==> src/design/pzi_pkg.sv <==
package pzi_pkg;

   localparam int ECHO_WIDTH      = 16;
   localparam int CMP_WIDTH       = (ECHO_WIDTH > 16) ? ECHO_WIDTH : 16;
   localparam int DIST_WIDTH      = 12;
   localparam int DUTY_WIDTH      = 10;
   localparam int LED_WIDTH       = 8;
   localparam int PERIOD_WIDTH    = 8;
   localparam int QUEUE_DEPTH     = 4;

   localparam int CSR_INDEX_WIDTH = 2;
   localparam int CSR_DATA_WIDTH  = 16;

   localparam int NEAR_TICKS      = 1160;
   localparam int FAR_TICKS       = 3480;
   localparam int SPAN_TICKS      = 2320;
   localparam int PERIOD_NEAR     = 31;
   localparam int PERIOD_SPAN     = 224;

   localparam logic [15:0] RED_RELEASE_RESET    = 16'd1392;
   localparam logic [15:0] YELLOW_RELEASE_RESET = 16'd3712;
   localparam logic [9:0]  DUTY_FAR_RESET       = 10'd95;
   localparam logic [9:0]  DUTY_NEAR_RESET      = 10'd645;
   localparam logic [7:0]  PERIOD_HOLD_RESET    = 8'd255;
   localparam logic [7:0]  LED_FULL             = 8'hFF;

   localparam logic [CSR_INDEX_WIDTH-1:0] CSR_RED_RELEASE    = 2'd0;
   localparam logic [CSR_INDEX_WIDTH-1:0] CSR_YELLOW_RELEASE = 2'd1;
   localparam logic [CSR_INDEX_WIDTH-1:0] CSR_DUTY_FAR       = 2'd2;
   localparam logic [CSR_INDEX_WIDTH-1:0] CSR_DUTY_NEAR      = 2'd3;

   typedef enum logic [1:0] {
      ZONE_GREEN  = 2'd0,
      ZONE_YELLOW = 2'd1,
      ZONE_RED    = 2'd2
   } zone_code_type;

   typedef struct packed {
      logic [ECHO_WIDTH-1:0] echo_ticks;
      logic                  blink_on;
   } req_type;

   typedef struct packed {
      zone_code_type          zone;
      logic [LED_WIDTH-1:0]   led_red;
      logic [LED_WIDTH-1:0]   led_green;
      logic [LED_WIDTH-1:0]   led_blue;
      logic [PERIOD_WIDTH-1:0] blink_period;
      logic [DUTY_WIDTH-1:0]  servo_duty;
   } rsp_type;

   typedef struct packed {
      logic [15:0]           red_release_ticks;
      logic [15:0]           yellow_release_ticks;
      logic [DUTY_WIDTH-1:0] duty_far;
      logic [DUTY_WIDTH-1:0] duty_near;
   } cfg_type;

   // classified measurement, distance already clamped and offset to the near edge
   typedef struct packed {
      zone_code_type         zone;
      logic [DIST_WIDTH-1:0] offset;
      logic                  blink_on;
   } qent_type;

endpackage

==> src/design/parking_zone_indicator_core.sv <==
// A request is written to the queue, then passes stage 1, stage 2 and the output
// register. Throughput: one request per cycle unless rsp_ready stalls the output; the
// three-stage interpolation pipeline (numerator multiply, reciprocal multiply,
// remainder correction) sets it. A four-entry queue separates classification
// from interpolation. Reset (synchronous, active high): zone green, held blink
// period 255, registers to their defaults, queue and pipeline empty.
module parking_zone_indicator_core #(
   parameter int QUEUE_DEPTH = pzi_pkg::QUEUE_DEPTH
) (
   input  logic                                 clock,
   input  logic                                 reset,
   input  pzi_pkg::req_type                     req_payload,
   input  logic                                 req_valid,
   output logic                                 req_ready,
   output pzi_pkg::rsp_type                     rsp_payload,
   output logic                                 rsp_valid,
   input  logic                                 rsp_ready,
   input  logic                                 csr_valid,
   output logic                                 csr_ready,
   input  logic [pzi_pkg::CSR_INDEX_WIDTH-1:0]  csr_index,
   input  logic [pzi_pkg::CSR_DATA_WIDTH-1:0]   csr_data
);

   pzi_pkg::cfg_type  cfg_ff, cfg_in;
   pzi_pkg::qent_type push_data, pop_data;
   logic              push, pop, queue_full, queue_not_empty;

   assign csr_ready = 1'b1;

   always_comb begin
      cfg_in = cfg_ff;
      if (csr_valid && csr_ready) begin
         case (csr_index)
            pzi_pkg::CSR_RED_RELEASE:    cfg_in.red_release_ticks    = csr_data;
            pzi_pkg::CSR_YELLOW_RELEASE: cfg_in.yellow_release_ticks = csr_data;
            pzi_pkg::CSR_DUTY_FAR:       cfg_in.duty_far  = csr_data[pzi_pkg::DUTY_WIDTH-1:0];
            pzi_pkg::CSR_DUTY_NEAR:      cfg_in.duty_near = csr_data[pzi_pkg::DUTY_WIDTH-1:0];
            default:                     cfg_in = cfg_ff;
         endcase
      end
   end

   always_ff @(posedge clock) begin
      if (reset) begin
         cfg_ff.red_release_ticks    <= pzi_pkg::RED_RELEASE_RESET;
         cfg_ff.yellow_release_ticks <= pzi_pkg::YELLOW_RELEASE_RESET;
         cfg_ff.duty_far             <= pzi_pkg::DUTY_FAR_RESET;
         cfg_ff.duty_near            <= pzi_pkg::DUTY_NEAR_RESET;
      end else begin
         cfg_ff <= cfg_in;
      end
   end

   pzi_front u_front (
      .clock       (clock),
      .reset       (reset),
      .req_payload (req_payload),
      .req_valid   (req_valid),
      .req_ready   (req_ready),
      .cfg         (cfg_ff),
      .queue_full  (queue_full),
      .push        (push),
      .push_data   (push_data)
   );

   pzi_queue #(
      .DEPTH (QUEUE_DEPTH)
   ) u_queue (
      .clock     (clock),
      .reset     (reset),
      .push      (push),
      .push_data (push_data),
      .full      (queue_full),
      .pop       (pop),
      .pop_data  (pop_data),
      .not_empty (queue_not_empty)
   );

   pzi_back u_back (
      .clock       (clock),
      .reset       (reset),
      .q_data      (pop_data),
      .q_valid     (queue_not_empty),
      .q_pop       (pop),
      .cfg         (cfg_ff),
      .rsp_payload (rsp_payload),
      .rsp_valid   (rsp_valid),
      .rsp_ready   (rsp_ready)
   );

endmodule

==> src/design/pzi_front.sv <==
module pzi_front (
   input  logic              clock,
   input  logic              reset,
   input  pzi_pkg::req_type  req_payload,
   input  logic              req_valid,
   output logic              req_ready,
   input  pzi_pkg::cfg_type  cfg,
   input  logic              queue_full,
   output logic              push,
   output pzi_pkg::qent_type push_data
);

   localparam int CW = pzi_pkg::CMP_WIDTH;

   typedef enum logic [2:0] {
      ST_GREEN  = 3'b001,
      ST_YELLOW = 3'b010,
      ST_RED    = 3'b100
   } zone_state_type;

   zone_state_type zone_ff, zone_in;
   logic [CW-1:0]  t;
   logic [CW-1:0]  near_t, far_t, red_rel, yel_rel, clamped;

   assign req_ready = !queue_full;
   assign push      = req_valid && req_ready;

   assign t       = CW'(req_payload.echo_ticks);
   assign near_t  = CW'(pzi_pkg::NEAR_TICKS);
   assign far_t   = CW'(pzi_pkg::FAR_TICKS);
   assign red_rel = CW'(cfg.red_release_ticks);
   assign yel_rel = CW'(cfg.yellow_release_ticks);

   always_comb begin
      case (zone_ff)
         ST_YELLOW: begin
            if (t > near_t && t <= yel_rel) zone_in = ST_YELLOW;
            else if (t <= near_t)           zone_in = ST_RED;
            else                            zone_in = ST_GREEN;
         end
         ST_RED: begin
            if (t <= red_rel)    zone_in = ST_RED;
            else if (t > far_t)  zone_in = ST_GREEN;
            else                 zone_in = ST_YELLOW;
         end
         default: begin
            if (t <= near_t)     zone_in = ST_RED;
            else if (t > far_t)  zone_in = ST_GREEN;
            else                 zone_in = ST_YELLOW;
         end
      endcase
   end

   always_comb begin
      if (t < near_t)     clamped = near_t;
      else if (t > far_t) clamped = far_t;
      else                clamped = t;
   end

   always_comb begin
      case (zone_in)
         ST_YELLOW: push_data.zone = pzi_pkg::ZONE_YELLOW;
         ST_RED:    push_data.zone = pzi_pkg::ZONE_RED;
         default:   push_data.zone = pzi_pkg::ZONE_GREEN;
      endcase
      push_data.offset   = pzi_pkg::DIST_WIDTH'(clamped - near_t);
      push_data.blink_on = req_payload.blink_on;
   end

   always_ff @(posedge clock) begin
      if (reset) begin
         zone_ff <= ST_GREEN;
      end else if (push) begin
         zone_ff <= zone_in;
      end
   end

endmodule

==> src/design/pzi_queue.sv <==
module pzi_queue #(
   parameter int DEPTH = pzi_pkg::QUEUE_DEPTH
) (
   input  logic              clock,
   input  logic              reset,
   input  logic              push,
   input  pzi_pkg::qent_type push_data,
   output logic              full,
   input  logic              pop,
   output pzi_pkg::qent_type pop_data,
   output logic              not_empty
);

   localparam int AW = (DEPTH > 1) ? $clog2(DEPTH) : 1;
   localparam int CNTW = $clog2(DEPTH + 1);

   pzi_pkg::qent_type mem_ff [DEPTH];
   logic [AW-1:0]     wr_ptr_ff, wr_ptr_in, rd_ptr_ff, rd_ptr_in;
   logic [CNTW-1:0]   count_ff, count_in;

   assign full      = (count_ff == CNTW'(DEPTH));
   assign not_empty = (count_ff != '0);
   assign pop_data  = mem_ff[rd_ptr_ff];

   always_comb begin
      wr_ptr_in = wr_ptr_ff;
      rd_ptr_in = rd_ptr_ff;
      count_in  = count_ff;
      if (push) begin
         wr_ptr_in = (wr_ptr_ff == AW'(DEPTH - 1)) ? '0 : wr_ptr_ff + 1'b1;
      end
      if (pop) begin
         rd_ptr_in = (rd_ptr_ff == AW'(DEPTH - 1)) ? '0 : rd_ptr_ff + 1'b1;
      end
      if (push && !pop)      count_in = count_ff + 1'b1;
      else if (pop && !push) count_in = count_ff - 1'b1;
   end

   always_ff @(posedge clock) begin
      if (reset) begin
         wr_ptr_ff <= '0;
         rd_ptr_ff <= '0;
         count_ff  <= '0;
      end else begin
         wr_ptr_ff <= wr_ptr_in;
         rd_ptr_ff <= rd_ptr_in;
         count_ff  <= count_in;
      end
   end

   always_ff @(posedge clock) begin
      if (push) begin
         mem_ff[wr_ptr_ff] <= push_data;
      end
   end

`ifndef SYNTHESIS
   a_count_bound: assert property (@(posedge clock) disable iff (reset)
      count_ff <= CNTW'(DEPTH))
      else $error("queue count above depth");

   a_no_push_full: assert property (@(posedge clock) disable iff (reset)
      push |-> !full)
      else $error("request pushed into full queue");

   a_no_pop_empty: assert property (@(posedge clock) disable iff (reset)
      pop |-> not_empty)
      else $error("request popped from empty queue");
`endif

endmodule

==> src/design/pzi_back.sv <==
module pzi_back (
   input  logic              clock,
   input  logic              reset,
   input  pzi_pkg::qent_type q_data,
   input  logic              q_valid,
   output logic              q_pop,
   input  pzi_pkg::cfg_type  cfg,
   output pzi_pkg::rsp_type  rsp_payload,
   output logic              rsp_valid,
   input  logic              rsp_ready
);

   localparam int DW      = pzi_pkg::DIST_WIDTH;
   localparam int NUMW    = pzi_pkg::DUTY_WIDTH + DW;
   localparam int YW      = NUMW - 4;
   localparam int PNUMW   = 15;
   localparam int DIVISOR = pzi_pkg::SPAN_TICKS / 16;
   localparam int PER_MUL = pzi_pkg::PERIOD_SPAN / 16;
   localparam int RSHIFT  = 24;
   localparam int RECIP   = (1 << RSHIFT) / DIVISOR;
   localparam int RECW    = 17;
   localparam int PRODW   = YW + RECW;
   localparam int QW      = PRODW - RSHIFT;

   // quotient estimate by reciprocal, never more than one below the true value
   function automatic logic [QW-1:0] recip_div(input logic [YW-1:0] y);
      logic [PRODW-1:0] p;
      p = PRODW'(y) * PRODW'(RECIP);
      return p[PRODW-1:RSHIFT];
   endfunction

   function automatic logic [QW-1:0] fix_div(input logic [YW-1:0] y, input logic [QW-1:0] q0);
      logic [YW-1:0] r;
      r = y - YW'(q0) * YW'(DIVISOR);
      return (r >= YW'(DIVISOR)) ? q0 + 1'b1 : q0;
   endfunction

   logic adv1, adv2, adv_out;

   logic                  s1_v_ff, s1_v_in;
   pzi_pkg::zone_code_type s1_zone_ff, s1_zone_in;
   logic                  s1_blink_ff, s1_blink_in;
   logic [YW-1:0]         s1_ydut_ff, s1_ydut_in;
   logic [PNUMW-1:0]      s1_pnum_ff, s1_pnum_in;

   logic                  s2_v_ff, s2_v_in;
   pzi_pkg::zone_code_type s2_zone_ff, s2_zone_in;
   logic                  s2_blink_ff, s2_blink_in;
   logic [YW-1:0]         s2_ydut_ff, s2_ydut_in;
   logic [YW-1:0]         s2_ypnum_ff, s2_ypnum_in;
   logic [QW-1:0]         s2_qd_ff, s2_qd_in;
   logic [QW-1:0]         s2_qp_ff, s2_qp_in;

   logic                  out_v_ff, out_v_in;
   pzi_pkg::rsp_type      out_ff, out_in;
   logic [7:0]            period_hold_ff, period_hold_in;

   logic [DW-1:0]         e;
   logic [NUMW-1:0]       num;
   logic [QW-1:0]         qd, qp;
   logic [7:0]            period_calc;

   assign adv_out = !out_v_ff || rsp_ready;
   assign adv2    = !s2_v_ff || adv_out;
   assign adv1    = !s1_v_ff || adv2;
   assign q_pop   = adv1 && q_valid;

   // stage 1: numerators
   always_comb begin
      e   = DW'(pzi_pkg::SPAN_TICKS) - q_data.offset;
      num = NUMW'(cfg.duty_far) * NUMW'(q_data.offset) + NUMW'(cfg.duty_near) * NUMW'(e);
      s1_v_in     = adv1 ? q_valid : s1_v_ff;
      s1_zone_in  = adv1 ? q_data.zone : s1_zone_ff;
      s1_blink_in = adv1 ? q_data.blink_on : s1_blink_ff;
      s1_ydut_in  = adv1 ? num[NUMW-1:4] : s1_ydut_ff;
      s1_pnum_in  = adv1 ? PNUMW'(q_data.offset) * PNUMW'(PER_MUL) : s1_pnum_ff;
   end

   // stage 2: reciprocal estimate
   always_comb begin
      s2_v_in     = adv2 ? s1_v_ff : s2_v_ff;
      s2_zone_in  = adv2 ? s1_zone_ff : s2_zone_ff;
      s2_blink_in = adv2 ? s1_blink_ff : s2_blink_ff;
      s2_ydut_in  = adv2 ? s1_ydut_ff : s2_ydut_ff;
      s2_ypnum_in = adv2 ? YW'(s1_pnum_ff) : s2_ypnum_ff;
      s2_qd_in    = adv2 ? recip_div(s1_ydut_ff) : s2_qd_ff;
      s2_qp_in    = adv2 ? recip_div(YW'(s1_pnum_ff)) : s2_qp_ff;
   end

   // stage 3: correct quotients, build the result
   always_comb begin
      qd          = fix_div(s2_ydut_ff, s2_qd_ff);
      qp          = fix_div(s2_ypnum_ff, s2_qp_ff);
      period_calc = qp[7:0] + 8'(pzi_pkg::PERIOD_NEAR);

      out_v_in       = adv_out ? s2_v_ff : out_v_ff;
      out_in         = out_ff;
      period_hold_in = period_hold_ff;
      if (adv_out && s2_v_ff) begin
         out_in.zone      = s2_zone_ff;
         out_in.led_blue  = '0;
         out_in.led_red   = '0;
         out_in.led_green = '0;
         case (s2_zone_ff)
            pzi_pkg::ZONE_RED: begin
               out_in.led_red      = pzi_pkg::LED_FULL;
               out_in.blink_period = period_hold_ff;
               out_in.servo_duty   = cfg.duty_near;
            end
            pzi_pkg::ZONE_YELLOW: begin
               if (!s2_blink_ff) begin
                  out_in.led_red   = pzi_pkg::LED_FULL;
                  out_in.led_green = pzi_pkg::LED_FULL;
               end
               out_in.blink_period = period_calc;
               out_in.servo_duty   = pzi_pkg::DUTY_WIDTH'(qd);
               period_hold_in      = period_calc;
            end
            default: begin
               out_in.led_green    = pzi_pkg::LED_FULL;
               out_in.blink_period = period_hold_ff;
               out_in.servo_duty   = cfg.duty_far;
            end
         endcase
      end
   end

   always_ff @(posedge clock) begin
      if (reset) begin
         s1_v_ff        <= 1'b0;
         s2_v_ff        <= 1'b0;
         out_v_ff       <= 1'b0;
         period_hold_ff <= pzi_pkg::PERIOD_HOLD_RESET;
      end else begin
         s1_v_ff        <= s1_v_in;
         s2_v_ff        <= s2_v_in;
         out_v_ff       <= out_v_in;
         period_hold_ff <= period_hold_in;
      end
   end

   always_ff @(posedge clock) begin
      s1_zone_ff  <= s1_zone_in;
      s1_blink_ff <= s1_blink_in;
      s1_ydut_ff  <= s1_ydut_in;
      s1_pnum_ff  <= s1_pnum_in;
      s2_zone_ff  <= s2_zone_in;
      s2_blink_ff <= s2_blink_in;
      s2_ydut_ff  <= s2_ydut_in;
      s2_ypnum_ff <= s2_ypnum_in;
      s2_qd_ff    <= s2_qd_in;
      s2_qp_ff    <= s2_qp_in;
      out_ff      <= out_in;
   end

   assign rsp_valid   = out_v_ff;
   assign rsp_payload = out_ff;

`ifndef SYNTHESIS
   a_yellow_period: assert property (@(posedge clock) disable iff (reset)
      (rsp_valid && rsp_payload.zone == pzi_pkg::ZONE_YELLOW)
         |-> rsp_payload.blink_period >= 8'(pzi_pkg::PERIOD_NEAR))
      else $error("yellow blink period below near value");

   a_yellow_duty: assert property (@(posedge clock) disable iff (reset)
      (rsp_valid && rsp_payload.zone == pzi_pkg::ZONE_YELLOW)
         |-> ((rsp_payload.servo_duty >= cfg.duty_far && rsp_payload.servo_duty <= cfg.duty_near)
           || (rsp_payload.servo_duty >= cfg.duty_near && rsp_payload.servo_duty <= cfg.duty_far)))
      else $error("yellow duty outside the duty range");

   a_blue_dark: assert property (@(posedge clock) disable iff (reset)
      rsp_valid |-> rsp_payload.led_blue == '0)
      else $error("blue channel lit");
`endif

endmodule
==> config.mk <==
export PLATFORM = sky130hd
export DESIGN_NAME = parking_zone_indicator_core
export DESIGN_NICKNAME = d
export VERILOG_FILES = /design/src/design/pzi_pkg.sv /design/src/design/parking_zone_indicator_core.sv /design/src/design/pzi_front.sv /design/src/design/pzi_queue.sv /design/src/design/pzi_back.sv
export SDC_FILE = /design/constraint.sdc
export NUM_CORES = 2
export LEC_CHECK = 0
export BUFFER_PORTS_ARGS = -buffer_cell sky130_fd_sc_hd__buf_2
export CORE_MARGIN = 2
export CORE_UTILIZATION = 55
export DETAILED_ROUTE_END_ITERATION = 10
export GPL_ROUTABILITY_DRIVEN = 0
export PLACE_DENSITY = 0.72
export SLEW_MARGIN = 15
export SYNTH_ARGS = -nofsm -noshare
export SYNTH_HDL_FRONTEND = slang
export SYNTH_HIERARCHICAL = 1
export SYNTH_SLANG_ARGS = --single-unit
==> constraint.sdc <==
create_clock -name clock -period 13.1 [get_ports clock]
set_input_delay 0.655 -clock clock [delete_from_list [all_inputs] [get_ports clock]]
set_output_delay 0.655 -clock clock [all_outputs]
set_load 0.1 [all_outputs]
* Word level (Yosys, flattened, before mapping)
Memory sizes are Yosys's and may differ from the RTL's. A register that Yosys moved wholly into a read port is not among the register bits.
Index checks and enable logic that the tools add are counted.
** Word-level totals
- Register bits after elaboration :: 198
- RAM bits :: 60
- Input port bits :: 40
- Output and inout port bits :: 47
- Memories :: 1
** Operators by class
- $add $sub $neg :: 12
- Multiply operators :: 7
- Magnitude comparators :: 8
- Equal/unequal tests :: 12
- Mux-type cells :: 23
- Reductions and logical operators :: 23
** Memories
- u_queue.mem_ff :: depth 4, bits a word 15, read ports 1, clocked after Yosys merged registers in 1, write ports 1, line pzi_queue.sv:17 : pzi_pkg::qent_type mem_ff [DEPTH];
** Operators with widths (count)
- 10-bit by 12-bit multiplier with 22-bit output :: 2
- 18-bit by 8-bit greater-or-equal comparator with 1-bit output (second input constant) :: 2
- 18-bit one-hot mux with 2 select lines :: 1
- 16-bit <= comparator :: 2
- 18-bit by 14-bit multiplier with 32-bit output (second input constant) :: 1
- 8-bit one-hot mux with 2 select lines :: 2
- 14-bit by 14-bit multiplier with 28-bit output (second input constant) :: 1
- 12-bit 2-to-1 mux :: 2
- 22-bit adder :: 1
- 11-bit by 8-bit multiplier with 18-bit output (second input constant) :: 1
- 3-bit 2-to-1 mux :: 6
- 15-bit by 18-bit subtractor with 18-bit output :: 1
- 18-bit subtractor :: 1
- 16-bit by 11-bit greater-than comparator with 1-bit output (second input constant) :: 1
- 16-bit by 12-bit greater-than comparator with 1-bit output (second input constant) :: 1
- 16-bit by 11-bit <= comparator with 1-bit output (second input constant) :: 1
- 16-bit by 11-bit less-than comparator with 1-bit output (second input constant) :: 1
- 8-bit by 8-bit multiplier with 16-bit output (second input constant) :: 1
- 16-bit 2-to-1 mux :: 1
- 12-bit by 3-bit multiplier with 14-bit output (second input constant) :: 1
- 12-bit by 11-bit subtractor with 12-bit output (second input constant) :: 1
- 12-bit subtractor (first input constant) :: 1
- 10-bit by 1-bit adder with 10-bit output (second input constant) :: 1
- 2-bit == test (second input constant) :: 5
- 21 further kinds :: 47

* Longest topological paths before layout
- Depth after elaboration :: 8
- Gate-level depth with buffers :: 34
- Gate-level depth less buffers :: 31

* Hierarchy
Netlist, hierarchy kept.
** Modules (own cells, without submodules)
- pzi_back :: times used 1, cells an instance 2665, area an instance 26136.3 um^2
- pzi_queue :: times used 1, cells an instance 122, area an instance 2636.3 um^2
- parking_zone_indicator_core :: times used 1, cells an instance 206, area an instance 2105.8 um^2
- pzi_front :: times used 1, cells an instance 203, area an instance 1425.1 um^2

* Worst setup path before layout
OpenSTA, ideal clock, no wires.
- Path kind :: register to register
- From :: register with a tool-made name
- To :: register u_back.s1_ydut_ff[17] (data pin)
- Arrival :: 8.354 ns
- Required time :: 12.840 ns
- Path slack :: 4.486 ns
- Cell stages (with the launch flop) :: 34
- Path buffers :: 3
- Path through :: dfxtp_1 -> buf_6 -> buf_12 -> mux4_2 -> clkbuf_1 -> inv_1 -> ha_1 -> nor2b_1 -> nand2_1 -> nand2_1 -> nand2_1 -> xnor2_1 -> nand2_1 -> fa_1 -> fa_1 -> inv_1 -> fa_1 -> inv_1 -> fa_1 -> fa_1 -> fa_1 -> inv_1 -> fa_1 -> ha_1 -> a21o_1 -> a21o_1 -> a21oi_1 -> inv_1 -> a221oi_1 -> o21ai_0 -> o41ai_2 -> o2111ai_1 -> a21oi_1 -> xnor2_1
** RTL lines
- end signal: assignment :: line pzi_back.sv:145 : s1_ydut_ff <= s1_ydut_in;
- end: declaration :: line pzi_back.sv:43 : logic [YW-1:0] s1_ydut_ff, s1_ydut_in;

==> metrics.csv <==
metric;value;unit
ys_top_cells_by_area;sky130_fd_sc_hd__fa_1 (25%), sky130_fd_sc_hd__ha_1 (20%), sky130_fd_sc_hd__edfxtp_1 (16%), sky130_fd_sc_hd__inv_1 (8.1%), sky130_fd_sc_hd__dfxtp_1 (4.6%);
worst_path_largest_cell_delay;940;ps
vias_in_the_first_global_route;24000;
placementRows;88;
critical_path_required;13420;ps
detailedPlace.worstSlack;3120;ps
fp.dieArea;60700;µm²
design.core.area;57900;µm²
grt_use_total;0.248;
die-height;246;µm
synth_largest_area_cell;sky130_fd_sc_hd__fa_1;
clock_tree.buffer_depth;3;
clock_insertion_delay_worst_skew;580;ps
viasPerCell;5.53;
most_used_cell_cp;sky130_fd_sc_hd__fa_1;
crit_buf_inv;5;
die_width;246;µm
combined_area_of_all_synthesized_cells;32300;µm²
crit_path_max_fanout;15;
timing.critical_path.max_delay_family;adder cells;
grt_most_used_layer;met2;
floorplan.io_pins;87;
cts.root.buffer_cell;sky130_fd_sc_hd__clkbuf_16;
cts_tree;yes;
grt_overflow;0;
drt-wirelength-per-cell;18.0;µm
worst_path_max_delay_cell;sky130_fd_sc_hd__dfxtp_1;
drt_pass1_iterations;7;
dr_total_vias;22100;
ant_nets;0;
hold_ws;297;ps
grt_antenna_before_repair;0;
area_delta_synth_final;5.93;%
use_met1;0.329;
maxClockFrequency;0.100;GHz
finalSetupViolCount;0;
run_status;completed;
placedInstanceArea;33200;µm²
cts-htree-levels;1;
ys_async_sr_fraction;0;
rsz0062_at_grt;no;
hpwlAfterDp;59200;µm
final_cell_area;34200;µm²
cts.clk_slew.worst_paths;60;ps
cts_repair_resize_count;0;
cts_sinks;246;
io_buffers;77;
final_max_slew_viol_count;0;
timing.final.hold_violations;0;
period_needed;9950;ps
max_cap_viol_count;0;
number_of_design_rule_violations_left_by_the_first_detailed_router_iteration;1359;
cts-buffers-inserted;28;
start_util;0.558;
hold_path.class;in -> reg;
most_common_library_cells_after_synthesis;sky130_fd_sc_hd__inv_1 (695), sky130_fd_sc_hd__ha_1 (521), sky130_fd_sc_hd__fa_1 (405), sky130_fd_sc_hd__nand2_1 (204), sky130_fd_sc_hd__edfxtp_1 (171);
timing.clock.skew;22.3;ps
wl;72100;µm
grt_first_pass_wirelength;121000;µm
kind_of_critical_path;reg -> reg;
setup-tns-final;0;ps
synth.top_cell.area_share;0.251;
setup.worst_path.start_class;flip-flop;
cts_hold_repair.buffers;0;
yosysWarnings;6;
drt_drc_violations_left;0;
synthDistinctLibCells;90;
most_repeated_cell_in_the_gate_level_netlist_after_synthesis;sky130_fd_sc_hd__inv_1;
timing.critical_path.arrival;10280;ps
synth-seq-area-share;0.205;
worst_slew_margin_rel;0.197;
worstMarginPinSlew;1200;ps
use_met3;0.0306;
antenna_cells_inserted;0;
final_min_period_over_clock_period;0.760;
nNetsFinal;4187;
worst_setup_path_end_kind;flip-flop;
dominantRegCellSynth;sky130_fd_sc_hd__edfxtp_1;
syn_area_per_cell;10.1;µm²
grt_max_degree;105;
postCtsSetupBuffers;0;
synth_edf_count;171;
synthesized_instance_count;3196;
worst_path_setup_slack_after_routing;3150;ps
synth_seq_cells;246;
drive_gt1_frac;0.0549;
grt.met2_usage;0.430;
[through the flow]
stage          instances  utilization
2_1_floorplan       3203            -
3_3_place_gp        3956        0.574
3_5_place_dp        3956        0.574
4_1_cts             4007        0.591
5_1_grt             4007        0.591
6_report            4007        0.591
[per-layer routing]
| metal | part of all wire | wire length (µm) |
|---|---|---|
| met5 | 0 | 0 |
| met4 | 0.029 | 2070 |
| met3 | 0.054 | 3920 |
| met2 | 0.48 | 34900 |
| met1 | 0.43 | 31200 |
[cell families (layout without fill, tap and decap cells)]
kind of cell | count (synthesis) | count (layout) | share of synthesized area
AO/OA/AOI/OAI | 360 | 360 | 0.0774
XOR/XNOR | 101 | 101 | 0.0274
adder cells (fa/ha/maj) | 926 | 926 | 0.453
buffers and inverters | 789 | 828 | 0.0960
flip-flops | 246 | 246 | 0.205
multiplexers | 77 | 77 | 0.0303
other | 2 | 9 | 0.000232
AND/OR/NAND/NOR | 695 | 695 | 0.111
[layout make-up]
| type | count | area [µm²] |
|---|---|---|
| clock buffers | 32 | 736 |
| fillers | 4852 | 23700 |
| clock inverters | 19 | 251 |
| multi-input cells | 2168 | 22600 |
| inverters | 695 | 2610 |
| well taps | 765 | 957 |
| flip-flops and latches | 246 | 6640 |
| repair buffers | 82 | 423 |
[placed cells by master (no fill, tap or decap), types with 22 or more instances in the layout]
cell                        netlist  layout
sky130_fd_sc_hd__nand3_1         33      32
sky130_fd_sc_hd__buf_2           12      77
sky130_fd_sc_hd__o21ai_0         62      62
sky130_fd_sc_hd__clkbuf_16        0      28
sky130_fd_sc_hd__fa_1           405     405
sky130_fd_sc_hd__o21a_1          22      22
sky130_fd_sc_hd__nand2_1        204     203
sky130_fd_sc_hd__mux2i_1         62      62
sky130_fd_sc_hd__a21oi_1         84      84
sky130_fd_sc_hd__dfxtp_1         75      75
sky130_fd_sc_hd__nand2b_1        66      66
sky130_fd_sc_hd__ha_1           521     521
sky130_fd_sc_hd__edfxtp_1       171     171
sky130_fd_sc_hd__xnor2_1         78      78
sky130_fd_sc_hd__a21o_1          38      38
sky130_fd_sc_hd__nor2b_1         27      26
sky130_fd_sc_hd__xor2_1          23      23
sky130_fd_sc_hd__inv_1          695     695
sky130_fd_sc_hd__and2_1         130     130
sky130_fd_sc_hd__nor3_1          26      26
sky130_fd_sc_hd__nor2_1         115     115
[registers in the layout, summed over array words and instances (netlist names), named ones only]
name and flops:
u_queue/mem_ff 60, cfg_ff 52, u_back/rsp_payload 22, u_back/s1_ydut_ff 18
u_back/s2_ydut_ff 18, u_back/s1_pnum_ff 14, u_back/s2_ypnum_ff 14, u_back/s2_qd_ff 11
u_back/period_hold_ff 8, u_back/s2_qp_ff 8, u_front/zone_ff 3, u_queue/count_ff 3
u_back/s1_zone_ff 2, u_back/s2_zone_ff 2, u_queue/rd_ptr_ff 2, u_queue/wr_ptr_ff 2
u_back/rsp_valid 1, u_back/s1_blink_ff 1, u_back/s1_v_ff 1, u_back/s2_blink_ff 1
u_back/s2_v_ff 1
[worst paths after layout]
path | startpoint | to | slack (ps) | depth (start not counted)
min reg2reg | u_back/s1_zone_ff[1] | u_back/s2_zone_ff[1] | 420 | 0
min | req_payload[0] | u_queue/mem_ff[1][0] | 300 | 1
max | flip-flop | u_back/s1_ydut_ff[17] | 3150 | 30
max reg2reg | flip-flop | u_back/s1_ydut_ff[17] | 3150 | 30
Power is left out: the tool's default activity adds up to more than one toggle a clock period on the data nets, which glitch-free logic cannot reach.
